===== config.mk =====
export PLATFORM = sky130hd
export DESIGN_NAME = pct_wide
export DESIGN_NICKNAME = d
export VERILOG_FILES = /design/src/pct_pkg.sv /design/src/pct_wide.sv
export SDC_FILE = /design/constraint.sdc
export NUM_CORES = 2
export LEC_CHECK = 0
export BUFFER_PORTS_ARGS = -buffer_cell sky130_fd_sc_hd__buf_2
export CAP_MARGIN = 10
export CORE_UTILIZATION = 30
export CTS_CLUSTER_DIAMETER = 50
export DETAILED_ROUTE_END_ITERATION = 16
export GPL_ROUTABILITY_DRIVEN = 0
export GPL_TIMING_DRIVEN = 0
export HOLD_SLACK_MARGIN = 0.12
export SYNTH_ARGS = -nofsm -noshare
export SYNTH_HDL_FRONTEND = slang
export SYNTH_SLANG_ARGS = --single-unit

===== constraint.sdc =====
create_clock -name i_clk -period 6.75 [get_ports i_clk]
set_input_delay 0 -clock i_clk [delete_from_list [all_inputs] [get_ports i_clk]]
set_output_delay 0 -clock i_clk [all_outputs]
set_load 0.01 [all_outputs]

===== src/pct_pkg.sv =====
`timescale 1ns / 1ps
// Shared types, widths and helpers for the primitive collision tester.
// Used by every module of the tester pipeline; depends on nothing.
package pct_pkg;

    localparam int CW   = 16;                 // coordinate and size width
    localparam int DW   = CW + 1;             // signed coordinate difference
    localparam int SQW  = 2 * CW + 1;         // sum of two squares
    localparam int PW   = 2 * DW + 1;         // dot and cross products
    localparam int CMW  = 2 * DW;             // magnitude of the cross product
    localparam int HW   = CMW / 2;            // split point for the wide products
    localparam int CHW  = CMW - HW;
    localparam int LHW  = SQW - HW;
    localparam int R2W  = 2 * CW;             // radius squared
    localparam int TH2W = 2 * DW;             // threshold squared
    localparam int C2W  = 2 * CMW;            // cross squared
    localparam int RLW  = R2W + SQW;          // radius squared times length squared
    localparam int NFLD = 10;
    localparam int SDW  = ((NFLD * CW + 7) / 8) * 8;
    localparam int AW   = 3;
    localparam int MDW  = 8;

    localparam int FLD_AX = 0;
    localparam int FLD_AY = 1;
    localparam int FLD_AW = 2;
    localparam int FLD_AH = 3;
    localparam int FLD_BX = 4;
    localparam int FLD_BY = 5;
    localparam int FLD_BW = 6;
    localparam int FLD_BH = 7;
    localparam int FLD_EX = 8;
    localparam int FLD_EY = 9;

    typedef enum logic [AW-1:0] {
        ACT_CIRC_CIRC = 3'd0,
        ACT_CIRC_PT   = 3'd1,
        ACT_CIRC_BOX  = 3'd2,
        ACT_BOX_BOX   = 3'd3,
        ACT_BOX_PT    = 3'd4,
        ACT_CIRC_SEG  = 3'd5,
        ACT_PT_PT     = 3'd6
    } t_action;

    typedef struct packed {
        t_action               action;
        logic signed [DW-1:0]  dab_x;
        logic signed [DW-1:0]  dab_y;
        logic signed [DW-1:0]  dse_x;
        logic signed [DW-1:0]  dse_y;
        logic signed [DW-1:0]  dae_x;
        logic signed [DW-1:0]  dae_y;
        logic [CW-1:0]         aw;
        logic [CW-1:0]         ah;
        logic [CW-1:0]         bw;
        logic [CW-1:0]         bh;
        logic [DW-1:0]         rsum;
    } t_s1;

    typedef struct packed {
        t_action               action;
        logic                  hit_box;
        logic [CW-1:0]         m1x;
        logic [CW-1:0]         m1y;
        logic [CW-1:0]         mex;
        logic [CW-1:0]         mey;
        logic [CW-1:0]         mlx;
        logic [CW-1:0]         mly;
        logic signed [DW-1:0]  dab_x;
        logic signed [DW-1:0]  dab_y;
        logic signed [DW-1:0]  dse_x;
        logic signed [DW-1:0]  dse_y;
        logic [DW-1:0]         thr;
    } t_s2;

    typedef struct packed {
        t_action               action;
        logic                  hit_box;
        logic [SQW-1:0]        dist1;
        logic [SQW-1:0]        diste;
        logic [SQW-1:0]        len2;
        logic [TH2W-1:0]       thr2;
        logic signed [PW-1:0]  dot;
        logic signed [PW-1:0]  xprod;
    } t_s3;

    typedef struct packed {
        logic                  use_cross;
        logic                  hit_pre;
        logic [CMW-1:0]        cm;
        logic [R2W-1:0]        r2;
        logic [SQW-1:0]        len2;
    } t_s4;

    typedef struct packed {
        logic                  use_cross;
        logic                  hit_pre;
        logic [2*CHW-1:0]      pp_hh;
        logic [CHW+HW-1:0]     pp_hl;
        logic [2*HW-1:0]       pp_ll;
        logic [R2W+LHW-1:0]    rl_h;
        logic [R2W+HW-1:0]     rl_l;
    } t_s5;

    typedef struct packed {
        logic                  use_cross;
        logic                  hit_pre;
        logic [C2W-1:0]        c2;
        logic [RLW-1:0]        rl;
    } t_s6;

    function automatic logic [CW-1:0] mag(input logic signed [DW-1:0] v);
        mag = v[DW-1] ? CW'(-v) : CW'(v);
    endfunction

    function automatic logic [R2W-1:0] sq(input logic [CW-1:0] v);
        sq = R2W'(v) * R2W'(v);
    endfunction

    function automatic logic signed [2*DW-1:0] smul(input logic signed [DW-1:0] a,
                                                   input logic signed [DW-1:0] b);
        smul = (2*DW)'(a) * (2*DW)'(b);
    endfunction

endpackage


===== src/pct_wide.sv =====
`timescale 1ns / 1ps
// Wide product stages: cross squared and radius squared times length squared,
// built from split partial products and summed. Depends on pct_pkg.
module pct_wide (
    input  logic          i_clk,
    input  logic          i_rst_n,
    input  logic          i_valid,
    input  pct_pkg::t_s4  i_s4,
    output logic          o_ready,
    output logic          o_valid,
    output pct_pkg::t_s6  o_s6,
    input  logic          i_ready
);
    import pct_pkg::*;

    logic           adv5, adv6;
    logic           r_v5, r_v6;
    t_s5            r_s5, n_s5;
    t_s6            r_s6, n_s6;
    logic [CHW-1:0] ch;
    logic [HW-1:0]  cl;
    logic [LHW-1:0] lh;
    logic [HW-1:0]  ll;

    assign adv6    = !r_v6 || i_ready;
    assign adv5    = !r_v5 || adv6;
    assign o_ready = adv5;
    assign o_valid = r_v6;
    assign o_s6    = r_s6;

    assign ch = i_s4.cm[CMW-1:HW];
    assign cl = i_s4.cm[HW-1:0];
    assign lh = i_s4.len2[SQW-1:HW];
    assign ll = i_s4.len2[HW-1:0];

    always_comb begin
        n_s5.use_cross = i_s4.use_cross;
        n_s5.hit_pre   = i_s4.hit_pre;
        n_s5.pp_hh     = (2*CHW)'(ch) * (2*CHW)'(ch);
        n_s5.pp_hl     = (CHW+HW)'(ch) * (CHW+HW)'(cl);
        n_s5.pp_ll     = (2*HW)'(cl) * (2*HW)'(cl);
        n_s5.rl_h      = (R2W+LHW)'(i_s4.r2) * (R2W+LHW)'(lh);
        n_s5.rl_l      = (R2W+HW)'(i_s4.r2) * (R2W+HW)'(ll);
    end

    always_comb begin
        n_s6.use_cross = r_s5.use_cross;
        n_s6.hit_pre   = r_s5.hit_pre;
        n_s6.c2        = (C2W'(r_s5.pp_hh) << (2 * HW)) + (C2W'(r_s5.pp_hl) << (HW + 1)) +
                         C2W'(r_s5.pp_ll);
        n_s6.rl        = (RLW'(r_s5.rl_h) << HW) + RLW'(r_s5.rl_l);
    end

    always_ff @(posedge i_clk) begin
        if (!i_rst_n) begin
            r_v5 <= 1'b0;
            r_v6 <= 1'b0;
        end else begin
            if (adv5) begin
                r_v5 <= i_valid;
            end
            if (adv6) begin
                r_v6 <= r_v5;
            end
        end
    end

    always_ff @(posedge i_clk) begin
        if (adv5 && i_valid) begin
            r_s5 <= n_s5;
        end
        if (adv6 && r_v5) begin
            r_s6 <= n_s6;
        end
    end

endmodule


==> metrics.cfg <==
[place]
dp_hpwl_um = 186000
dpl_cell_area_um2 = 78800
port-buffer-count = 233

[critical_path]
critPathMaxStageDelay_ns = 0.54
crit_path_start = i_s4[51]
path_class = in2reg
crit_top_cell = fa_1
r2r.worst_path.cells = 12
crit_slowest_cell = fa_1
endpoint_kind = flip-flop
worstPathArrival_ns = 7.11
start_kind = input pin
crit_chain = buf_2 > clkbuf_4 > nand2_1 > fa_1 > fa_1 > fa_1 > inv_1 > fa_1 > fa_1 > inv_1 > fa_1 > inv_1 > ha_1 > nand2_1 > o21ai_0 > o311ai_2 > o311ai_0 > nor4_2 > nor2_1 > o21ai_1 > o21ai_0 > xnor2_2
r2r-start = r_s5[131]$_DFFE_PP_
path_max_fanout = 10
worstPathRequired_ns = 7.21

[sta]
finalSetupTns_ns = 0
fmax_ghz = 0.150
hold_viol = 0
finalCritPeriodShare_pct = 98.5
finalSetupViolations = 0
rsz0062_at_grt = true
fin_crit_ns = 6.65
relSlewSlack_pct = 30.6
worst_clock_skew_ns = 0.0279
worst_slew_pin_slew_ns = 1.04
fin_hold_ws_ns = 0.177
slew_viol_final = 0

[finish]
fin_nets = 10369
area_growth_pct = 10.5
final_cell_mix = 1897 x inv_1, 1479 x fa_1, 1092 x nand2_1
post-route-util_pct = 33.3
fill_cells = 25112
ff_latch_area_um2 = 10000
layout_commonest_cell = inv_1
multi_input_area_um2 = 55000
layout-drive-gt1-share_pct = 6.47
design_area_um2 = 81100

[synthesis]
postSynthCellCount = 7844
syn_nets = 10057
synth_seq_cells = 335
avgSynthCellArea_um2 = 9.36
yosysWarnings = 0
ys_seq_area_share_pct = 13.7
synth_edf_count = 333
synth_ff_type = edfxtp_1
syn-cell-area_um2 = 73400
yosysUniqueCellTypes = 83
ys_async_sr_fraction_pct = 0

[clocking]
cts_buffers = 52
ctsRootBufferMaster = clkbuf_16
htreeDepth = 2
path_clk_slew_ns = 0.06
clock_path_buffers = 3
cts_tree = done
clk_latency_ns = 0.68
clock_sinks = 335

[worst_hold_path]
holdPathStages = 5
hp-class = in2reg
hold_start = i_s4[83]

[global_route]
grt_pass1_vias = 58515
grt.total_usage_pct = 18.1
overflow = 0
antenna_found_initial = 46
grt_pass1_wl_um = 340000
grt_max_degree = 71

[route]
drtPass1Iterations = 5
final_antenna_net_count = 0
vias = 55012
wl_per_cell_um = 19.3
drc = 0
drt_iter0_markers = 4152
wirelength_um = 221000
avgViaCountPerCell = 4.82

[floorplan]
die_h_um = 497
start_util_pct = 30.2
die-area_um2 = 247000
ios = 242
die_width_um = 497
row_count = 181
core_um2 = 243000

[job]
maxCapViolCount = 0

[status]
status = completed

-- cell type report --
cell class | instances | area share (%)
Multi-Input combinational cell | 5257 | 67.8
Clock inverter | 39 | 0.558
Tap cell | 3202 | 4.94
Clock buffer | 55 | 1.64
Timing Repair Buffer | 266 | 1.97
Sequential cell | 335 | 12.4
Buffer | 343 | 1.83
Antenna cell | 21 | 0.0648
Inverter | 1901 | 8.80
-- critical path, delay by kind of cell --
kind                     cells  cell delay [ns]
adder cells (fa/ha/maj)      7             3.53
AO/OA/AOI/OAI                5             1.57
AND/OR/NAND/NOR              4             0.89
buffers and inverters        5             0.78
XOR/XNOR                     1             0.31
-- synthesized netlist by cell type (119+ instances only) --
cell type,number,area [µm²]
xnor2_1,204,1790
edfxtp_1,333,10000
ha_1,629,7870
a21oi_1,234,1170
fa_1,1479,29600
inv_1,1897,7120
a21o_1,119,893
o21ai_0,122,611
nand2_1,1092,4100
clkbuf_1,340,1280
and2_1,616,3850
nor2_1,161,604
-- layer usage --
layer | GRT usage, % | share of wire, % | routed length (µm) | vias up
met4 | 7.86 | 4.6 | 10200 | 18
met3 | 4.03 | 9.3 | 20600 | 455
li1 | - | - | - | 24300
met5 | 0 | 0.054 | 118 | -
met1 | 23.2 | 40 | 88900 | 27976
met2 | 29.4 | 46 | 101000 | 2263
-- logic make-up (layout without fill, tap and decap cells) --
family	Yosys count	count (layout)	share of synthesized area, %
AO/OA/AOI/OAI	742	742	6.58
XOR/XNOR	279	279	3.33
adder cells (fa/ha/maj)	2108	2108	51.1
buffers and inverters	2252	2604	11.5
flip-flops	335	335	13.7
multiplexers	4	4	0.0580
other	1	22	0.00511
AND/OR/NAND/NOR	2123	2123	13.8
-- final timing paths --
path | to | slack, ns
max reg2reg | o_s6[129]$_DFFE_PP_ | 2.72
max | r_s5[48]$_DFFE_PP_ | 0.1
min | r_s5[169]$_DFFE_PP_ | 0.18
min reg2reg | o_s6[8]$_DFFE_PP_ | 0.41
-- repair_timing --
item / CTS / global route
resized for setup: 67 / 195
setup buffers: 0 / 1
hold endpoints to repair: 59 / 0
pin swaps: 0 / 2
hold buffers: 24 / 0
gates cloned: 0 / 0
setup endpoints to repair: 34 / 35
-- sequential cells by signal (all words and copies together), names as in the netlist --
name,count
r_v5,1
o_s6,134
r_s5,197
o_valid,1
n_s6,2
-- per-stage QoR --
stage               std cells  setup WS (ns)
floorplan                7844          0.734
global placement        11279          -1.46
detailed placement      11287          -1.51
CTS                     11401        0.00824
global route            11404        -0.0145
finish                  11419         0.0990
Power is not shown: default switching activity piles up to over one toggle a cycle in this logic, so the estimate is an artifact.
