--- config.mk ---
export PLATFORM = sky130hd
export DESIGN_NAME = pct_front
export DESIGN_NICKNAME = d
export VERILOG_FILES = /design/src/pct_pkg.sv /design/src/pct_front.sv
export SDC_FILE = /design/constraint.sdc
export NUM_CORES = 1
export LEC_CHECK = 0
export ABC_CLOCK_PERIOD_IN_PS = 16600
export BUFFER_PORTS_ARGS = -buffer_cell sky130_fd_sc_hd__buf_2
export CORE_ASPECT_RATIO = 0.8
export CORE_MARGIN = 2
export CORE_UTILIZATION = 54
export DETAILED_ROUTE_END_ITERATION = 8
export PLACE_DENSITY = 0.77
export SLEW_MARGIN = 15
export SYNTH_ARGS = -nofsm -noshare
export SYNTH_HDL_FRONTEND = slang
export SYNTH_SLANG_ARGS = --single-unit
--- constraint.sdc ---
create_clock -name i_clk -period 16.6 [get_ports i_clk]
set_input_delay 3.32 -clock i_clk [delete_from_list [all_inputs] [get_ports i_clk]]
set_output_delay 3.32 -clock i_clk [all_outputs]
set_load 0.005 [all_outputs]
--- src/pct_pkg.sv ---
`timescale 1ns / 1ps
// Shared types, widths and helpers for the primitive collision tester.
// Used by every module of the tester pipeline; depends on nothing.
package pct_pkg;

    localparam int CW   = 16;                 // coordinate and size width
    localparam int DW   = CW + 1;             // signed coordinate difference
    localparam int SQW  = 2 * CW + 1;         // sum of two squares
    localparam int PW   = 2 * DW + 1;         // dot and cross products
    localparam int CMW  = 2 * DW;             // magnitude of the cross product
    localparam int HW   = CMW / 2;            // split point for the wide products
    localparam int CHW  = CMW - HW;
    localparam int LHW  = SQW - HW;
    localparam int R2W  = 2 * CW;             // radius squared
    localparam int TH2W = 2 * DW;             // threshold squared
    localparam int C2W  = 2 * CMW;            // cross squared
    localparam int RLW  = R2W + SQW;          // radius squared times length squared
    localparam int NFLD = 10;
    localparam int SDW  = ((NFLD * CW + 7) / 8) * 8;
    localparam int AW   = 3;
    localparam int MDW  = 8;

    localparam int FLD_AX = 0;
    localparam int FLD_AY = 1;
    localparam int FLD_AW = 2;
    localparam int FLD_AH = 3;
    localparam int FLD_BX = 4;
    localparam int FLD_BY = 5;
    localparam int FLD_BW = 6;
    localparam int FLD_BH = 7;
    localparam int FLD_EX = 8;
    localparam int FLD_EY = 9;

    typedef enum logic [AW-1:0] {
        ACT_CIRC_CIRC = 3'd0,
        ACT_CIRC_PT   = 3'd1,
        ACT_CIRC_BOX  = 3'd2,
        ACT_BOX_BOX   = 3'd3,
        ACT_BOX_PT    = 3'd4,
        ACT_CIRC_SEG  = 3'd5,
        ACT_PT_PT     = 3'd6
    } t_action;

    typedef struct packed {
        t_action               action;
        logic signed [DW-1:0]  dab_x;
        logic signed [DW-1:0]  dab_y;
        logic signed [DW-1:0]  dse_x;
        logic signed [DW-1:0]  dse_y;
        logic signed [DW-1:0]  dae_x;
        logic signed [DW-1:0]  dae_y;
        logic [CW-1:0]         aw;
        logic [CW-1:0]         ah;
        logic [CW-1:0]         bw;
        logic [CW-1:0]         bh;
        logic [DW-1:0]         rsum;
    } t_s1;

    typedef struct packed {
        t_action               action;
        logic                  hit_box;
        logic [CW-1:0]         m1x;
        logic [CW-1:0]         m1y;
        logic [CW-1:0]         mex;
        logic [CW-1:0]         mey;
        logic [CW-1:0]         mlx;
        logic [CW-1:0]         mly;
        logic signed [DW-1:0]  dab_x;
        logic signed [DW-1:0]  dab_y;
        logic signed [DW-1:0]  dse_x;
        logic signed [DW-1:0]  dse_y;
        logic [DW-1:0]         thr;
    } t_s2;

    typedef struct packed {
        t_action               action;
        logic                  hit_box;
        logic [SQW-1:0]        dist1;
        logic [SQW-1:0]        diste;
        logic [SQW-1:0]        len2;
        logic [TH2W-1:0]       thr2;
        logic signed [PW-1:0]  dot;
        logic signed [PW-1:0]  xprod;
    } t_s3;

    typedef struct packed {
        logic                  use_cross;
        logic                  hit_pre;
        logic [CMW-1:0]        cm;
        logic [R2W-1:0]        r2;
        logic [SQW-1:0]        len2;
    } t_s4;

    typedef struct packed {
        logic                  use_cross;
        logic                  hit_pre;
        logic [2*CHW-1:0]      pp_hh;
        logic [CHW+HW-1:0]     pp_hl;
        logic [2*HW-1:0]       pp_ll;
        logic [R2W+LHW-1:0]    rl_h;
        logic [R2W+HW-1:0]     rl_l;
    } t_s5;

    typedef struct packed {
        logic                  use_cross;
        logic                  hit_pre;
        logic [C2W-1:0]        c2;
        logic [RLW-1:0]        rl;
    } t_s6;

    function automatic logic [CW-1:0] mag(input logic signed [DW-1:0] v);
        mag = v[DW-1] ? CW'(-v) : CW'(v);
    endfunction

    function automatic logic [R2W-1:0] sq(input logic [CW-1:0] v);
        sq = R2W'(v) * R2W'(v);
    endfunction

    function automatic logic signed [2*DW-1:0] smul(input logic signed [DW-1:0] a,
                                                   input logic signed [DW-1:0] b);
        smul = (2*DW)'(a) * (2*DW)'(b);
    endfunction

endpackage

--- src/pct_front.sv ---
`timescale 1ns / 1ps
// Front stages: unpack the beat, form coordinate differences, then magnitudes,
// box clamping and the box and point tests. Depends on pct_pkg.
module pct_front (
    input  logic                  i_clk,
    input  logic                  i_rst_n,
    input  logic                  i_valid,
    input  logic [pct_pkg::AW-1:0]  i_action,
    input  logic [pct_pkg::SDW-1:0] i_data,
    output logic                  o_ready,
    output logic                  o_valid,
    output pct_pkg::t_s2          o_s2,
    input  logic                  i_ready
);
    import pct_pkg::*;

    logic signed [CW-1:0] ax, ay, bx, by, ex, ey;
    logic [CW-1:0]        aw, ah, bw, bh;
    logic                 adv1, adv2;
    logic                 r_v1, r_v2;
    t_s1                  r_s1, n_s1;
    t_s2                  r_s2, n_s2;
    logic signed [DW-1:0] aws, ahs, bws, bhs;
    logic [CW-1:0]        cx, cy;

    assign ax = i_data[FLD_AX*CW +: CW];
    assign ay = i_data[FLD_AY*CW +: CW];
    assign aw = i_data[FLD_AW*CW +: CW];
    assign ah = i_data[FLD_AH*CW +: CW];
    assign bx = i_data[FLD_BX*CW +: CW];
    assign by = i_data[FLD_BY*CW +: CW];
    assign bw = i_data[FLD_BW*CW +: CW];
    assign bh = i_data[FLD_BH*CW +: CW];
    assign ex = i_data[FLD_EX*CW +: CW];
    assign ey = i_data[FLD_EY*CW +: CW];

    assign adv2    = !r_v2 || i_ready;
    assign adv1    = !r_v1 || adv2;
    assign o_ready = adv1;
    assign o_valid = r_v2;
    assign o_s2    = r_s2;

    always_comb begin
        n_s1.action = t_action'(i_action);
        n_s1.dab_x  = DW'(ax) - DW'(bx);
        n_s1.dab_y  = DW'(ay) - DW'(by);
        n_s1.dse_x  = DW'(ex) - DW'(bx);
        n_s1.dse_y  = DW'(ey) - DW'(by);
        n_s1.dae_x  = DW'(ax) - DW'(ex);
        n_s1.dae_y  = DW'(ay) - DW'(ey);
        n_s1.aw     = aw;
        n_s1.ah     = ah;
        n_s1.bw     = bw;
        n_s1.bh     = bh;
        n_s1.rsum   = DW'(aw) + DW'(bw);
    end

    assign aws = $signed({1'b0, r_s1.aw});
    assign ahs = $signed({1'b0, r_s1.ah});
    assign bws = $signed({1'b0, r_s1.bw});
    assign bhs = $signed({1'b0, r_s1.bh});

    // clamp the circle centre into the box
    always_comb begin
        if (r_s1.dab_x < 0) begin
            cx = mag(r_s1.dab_x);
        end else if (r_s1.dab_x > bws) begin
            cx = CW'(r_s1.dab_x - bws);
        end else begin
            cx = '0;
        end
        if (r_s1.dab_y < 0) begin
            cy = mag(r_s1.dab_y);
        end else if (r_s1.dab_y > bhs) begin
            cy = CW'(r_s1.dab_y - bhs);
        end else begin
            cy = '0;
        end
    end

    always_comb begin
        n_s2.action = r_s1.action;
        case (r_s1.action)
            ACT_BOX_BOX: begin
                n_s2.hit_box = !(r_s1.dab_x >= bws || r_s1.dab_x <= -aws ||
                                 r_s1.dab_y >= bhs || r_s1.dab_y <= -ahs);
            end
            ACT_BOX_PT: begin
                n_s2.hit_box = (r_s1.dab_x <= 0) && (r_s1.dab_x >= -aws) &&
                               (r_s1.dab_y <= 0) && (r_s1.dab_y >= -ahs);
            end
            ACT_PT_PT: begin
                n_s2.hit_box = (r_s1.dab_x == 0) && (r_s1.dab_y == 0);
            end
            default: begin
                n_s2.hit_box = 1'b0;
            end
        endcase
        n_s2.m1x   = (r_s1.action == ACT_CIRC_BOX) ? cx : mag(r_s1.dab_x);
        n_s2.m1y   = (r_s1.action == ACT_CIRC_BOX) ? cy : mag(r_s1.dab_y);
        n_s2.mex   = mag(r_s1.dae_x);
        n_s2.mey   = mag(r_s1.dae_y);
        n_s2.mlx   = mag(r_s1.dse_x);
        n_s2.mly   = mag(r_s1.dse_y);
        n_s2.dab_x = r_s1.dab_x;
        n_s2.dab_y = r_s1.dab_y;
        n_s2.dse_x = r_s1.dse_x;
        n_s2.dse_y = r_s1.dse_y;
        n_s2.thr   = (r_s1.action == ACT_CIRC_CIRC) ? r_s1.rsum : DW'(r_s1.aw);
    end

    always_ff @(posedge i_clk) begin
        if (!i_rst_n) begin
            r_v1 <= 1'b0;
            r_v2 <= 1'b0;
        end else begin
            if (adv1) begin
                r_v1 <= i_valid;
            end
            if (adv2) begin
                r_v2 <= r_v1;
            end
        end
    end

    always_ff @(posedge i_clk) begin
        if (adv1 && i_valid) begin
            r_s1 <= n_s1;
        end
        if (adv2 && r_v1) begin
            r_s2 <= n_s2;
        end
    end

    a_pt_hit_zero: assert property (@(posedge i_clk) disable iff (!i_rst_n)
        (r_v2 && r_s2.hit_box && r_s2.action == ACT_PT_PT) |->
        (r_s2.m1x == '0 && r_s2.m1y == '0))
        else $error("point hit with nonzero distance");

    a_box_hit_mode: assert property (@(posedge i_clk) disable iff (!i_rst_n)
        (r_v2 && r_s2.hit_box) |->
        (r_s2.action == ACT_BOX_BOX || r_s2.action == ACT_BOX_PT ||
         r_s2.action == ACT_PT_PT))
        else $error("box hit flagged in a circle mode");

endmodule

==> impl_metrics.toml <==
[status]
outcome = "complete, no violations"

[setup_path]
crit_arrival_ns = 3.99
setup.worst_path.class = "in -> out"
rr_endpoint = "o_s2[181]$_DFFE_PP_"
cp-end-kind = "primary output"
crit_required_ns = 13.28
critical_path.max_fanout = 4
rrSetupSlack_ns = 12.45
rr_startpoint = "aws[0]$_DFFE_PP_"
timing.critical_path.from_type = "primary input"
worst_reg2reg_path_length_in_cells = 16

[route]
drc_errors = 0
routed-via-count = 16052
drt-initial-drc-count = 1434
routed_via_density = 5.65
detail_route.wirelength_mm = 55.3
drtPass1Iterations = 7
routed_length_per_instance_um = 19.4
drt.antenna.violating_nets = 0

[synth]
syn-mean-instance-area_um2 = 11.4
synth-seq-area-share = 0.517
post-synth-top-count-cell = "sky130_fd_sc_hd__edfxtp_1"
yosys.cell_types.count = 71
synth.cell_area_um2 = 21500
synthArstFlopShare = 0
multiplexer_area_fraction_after_synthesis = 0.00827
syn-num-nets = 2254
synth-compound-area-share = 0.122
postSynthRegisterBits = 371
synth_top_flop_cell = "sky130_fd_sc_hd__edfxtp_1"
synth.area.top_cells = "sky130_fd_sc_hd__edfxtp_1 52%, sky130_fd_sc_hd__ha_1 11%, sky130_fd_sc_hd__xnor2_1 5.7%"
dominant_combinational_cell_family_by_area_after_synthesis = "compound AO/OA/AOI/OAI gates"
synthesis.instances = 1892
post_synth_xor_area_fraction = 0.0811
synth-edff-count = 369
synth_simple_gate_area_share = 0.121
synthesis.yosys.warnings = 0
synth.cells.most_frequent = "369 x sky130_fd_sc_hd__edfxtp_1, 186 x sky130_fd_sc_hd__ha_1, 161 x sky130_fd_sc_hd__inv_1"
synth_fa_ha_area_frac = 0.117
synth_area_leader_cell = "sky130_fd_sc_hd__edfxtp_1"
yosysTopAreaCellShare = 0.515

[sta]
hold-worst-slack_ns = 0.509
fin_skew_ns = 0.0196
timing_hold_violations_final = 0
timing.slew.headroom = 0.342
worstMarginPinSlew_ns = 0.986
fmax_ghz = 0.137
setup_repair_after_global_routing_missed_its_margin = "no"
period_minus_slack_ns = 7.31
fin_crit_sh = 0.440
setup_viol = 0
final-max-slew-violation-count = 0
final.setup.tns_ns = 0

[min_path]
hold_depth = 0
hold_path_end = "o_s2[49]$_DFFE_PP_"
timing.hold.worst.class = "reg -> reg"
holdCritStartpoint = "n_s2[49]$_DFFE_PP_"

[floorplan]
die-width_um = 227
pin_count = 354
design.die.area_um2 = 41400
core_area_um2 = 39400
die_y_um = 182
placement_rows = 65
initial_utilization = 0.546

[power_and_ir_drop]
power_density_nw_per_um2 = 105
peakVddDrop_mv = 0.0788
static-leakage-power_nw = 10.4

[final_layout]
drive_above_1_share = 0.198
area.growth.synth_to_final_pct = 16.9
fillerInstances = 3121
nets = 2632

[clocking]
number_of_clock_buffers_inserted_by_tritoncts = 40
cts-htree-levels = 2
clk-insertion-delay-late_ns = 0.54
ctsRootBufferMaster = "sky130_fd_sc_hd__clkbuf_16"
cts_hold_buf = 0
clk_pin_slew_ns = 0.06
cts_buffer_depth = 3
postCtsSetupRepairBufs = 0
cts_num_sinks = 371
cts_tree = "built"
cts_repair_resize_count = 0

[global_routing]
globalRoute.totalOverflow = 0
grt_max_degree = 73
global_route.usage.total = 0.262
antenna_found_initial = 11
first_global_vias = 15554
grt_first_pass_wirelength_mm = 83.8

[place]
dp_hpwl_mm = 41.5
placement.io_buffers = 353
place_congestion = 0.957

[run]
maxCapViolCount = 0
final cells by class:
type,count,area [um2],share of cell area
timing repair buffer,361,1830,0.0727
multi-input combinational,1335,9650,0.384
tap,536,671,0.0267
sequential,371,11100,0.442
clock inverter,22,185,0.00737
antenna,9,22.5,0.000896
clock buffer,48,1050,0.0419
inverter,161,604,0.0240
critical path, cell delays in order:
cell and delay [ns]:
sky130_fd_sc_hd__buf_2 0.10, sky130_fd_sc_hd__nor2b_1 0.31, sky130_fd_sc_hd__nand2_1 0.12, sky130_fd_sc_hd__buf_2 0.14
registers in the layout, summed over array words and instances (netlist names):
signal	count
n_s2	71
bhs	16
bws	16
o_s2	183
o_valid	1
r_s1	51
aws	16
ahs	16
r_v1	1
through the flow:
stage           util  total power [W]  instances  cell area (um2)  worst slack, ns
2_1_floorplan      -          0.00161       1892            21500             4.37
6_report       0.639          0.00264       2843            25100             9.29
5_1_grt        0.639          0.00276       2842            25100             9.21
3_3_place_gp   0.607          0.00177       2764            23900             9.32
3_5_place_dp   0.607          0.00179       2764            23900             9.29
4_1_cts        0.638          0.00265       2834            25100             9.29
placed cells by master (no fill, tap or decap), types with 58 or more instances in the layout:
| master | n |
|---|---|
| sky130_fd_sc_hd__edfxtp_1 | 369 |
| sky130_fd_sc_hd__buf_2 | 353 |
| sky130_fd_sc_hd__ha_1 | 186 |
| sky130_fd_sc_hd__inv_1 | 161 |
| sky130_fd_sc_hd__xnor2_1 | 141 |
| sky130_fd_sc_hd__nand2_1 | 133 |
| sky130_fd_sc_hd__o21ai_0 | 130 |
| sky130_fd_sc_hd__nor2_1 | 105 |
| sky130_fd_sc_hd__a21oi_1 | 93 |
| sky130_fd_sc_hd__nor3_1 | 58 |
| sky130_fd_sc_hd__xor2_1 | 58 |
report_power, final:
part	leakage (nW)	switching (W)	internal, W
Sequential	3.55	0.0000778	0.00116
Clock	0.596	0.000363	0.000497
Combinational	6.30	0.000305	0.000240
Total	10.4	0.000746	0.00190
cell families after synthesis:
group           after synthesis
simple gates                515
fa+ha+maj                   195
buf+inv                     186
xor+xnor                    199
compound gates              410
flops                       371
mux                          16
layer usage:
layer  up-vias  track usage  share of wire
li1       7770            -              -
met1      7560        0.374           0.45
met2       622        0.402           0.46
met3        94       0.0481          0.070
met4         6       0.0905          0.026
met5         -            0        0.00074
worst max path at each step:
stage / startpoint / endpoint / slack [ns] / cells past startpoint
2_1_floorplan: i_ready / o_s2[0]$_DFFE_PP_ / 4.37 / 2
3_3_place_gp: i_ready / o_ready / 9.32 / 4
3_5_place_dp: i_ready / o_ready / 9.29 / 4
4_1_cts: i_ready / o_ready / 9.29 / 4
5_1_grt: i_ready / o_ready / 9.21 / 4
6_report: i_ready / o_ready / 9.29 / 4
(Power assumes the default switching activity.)
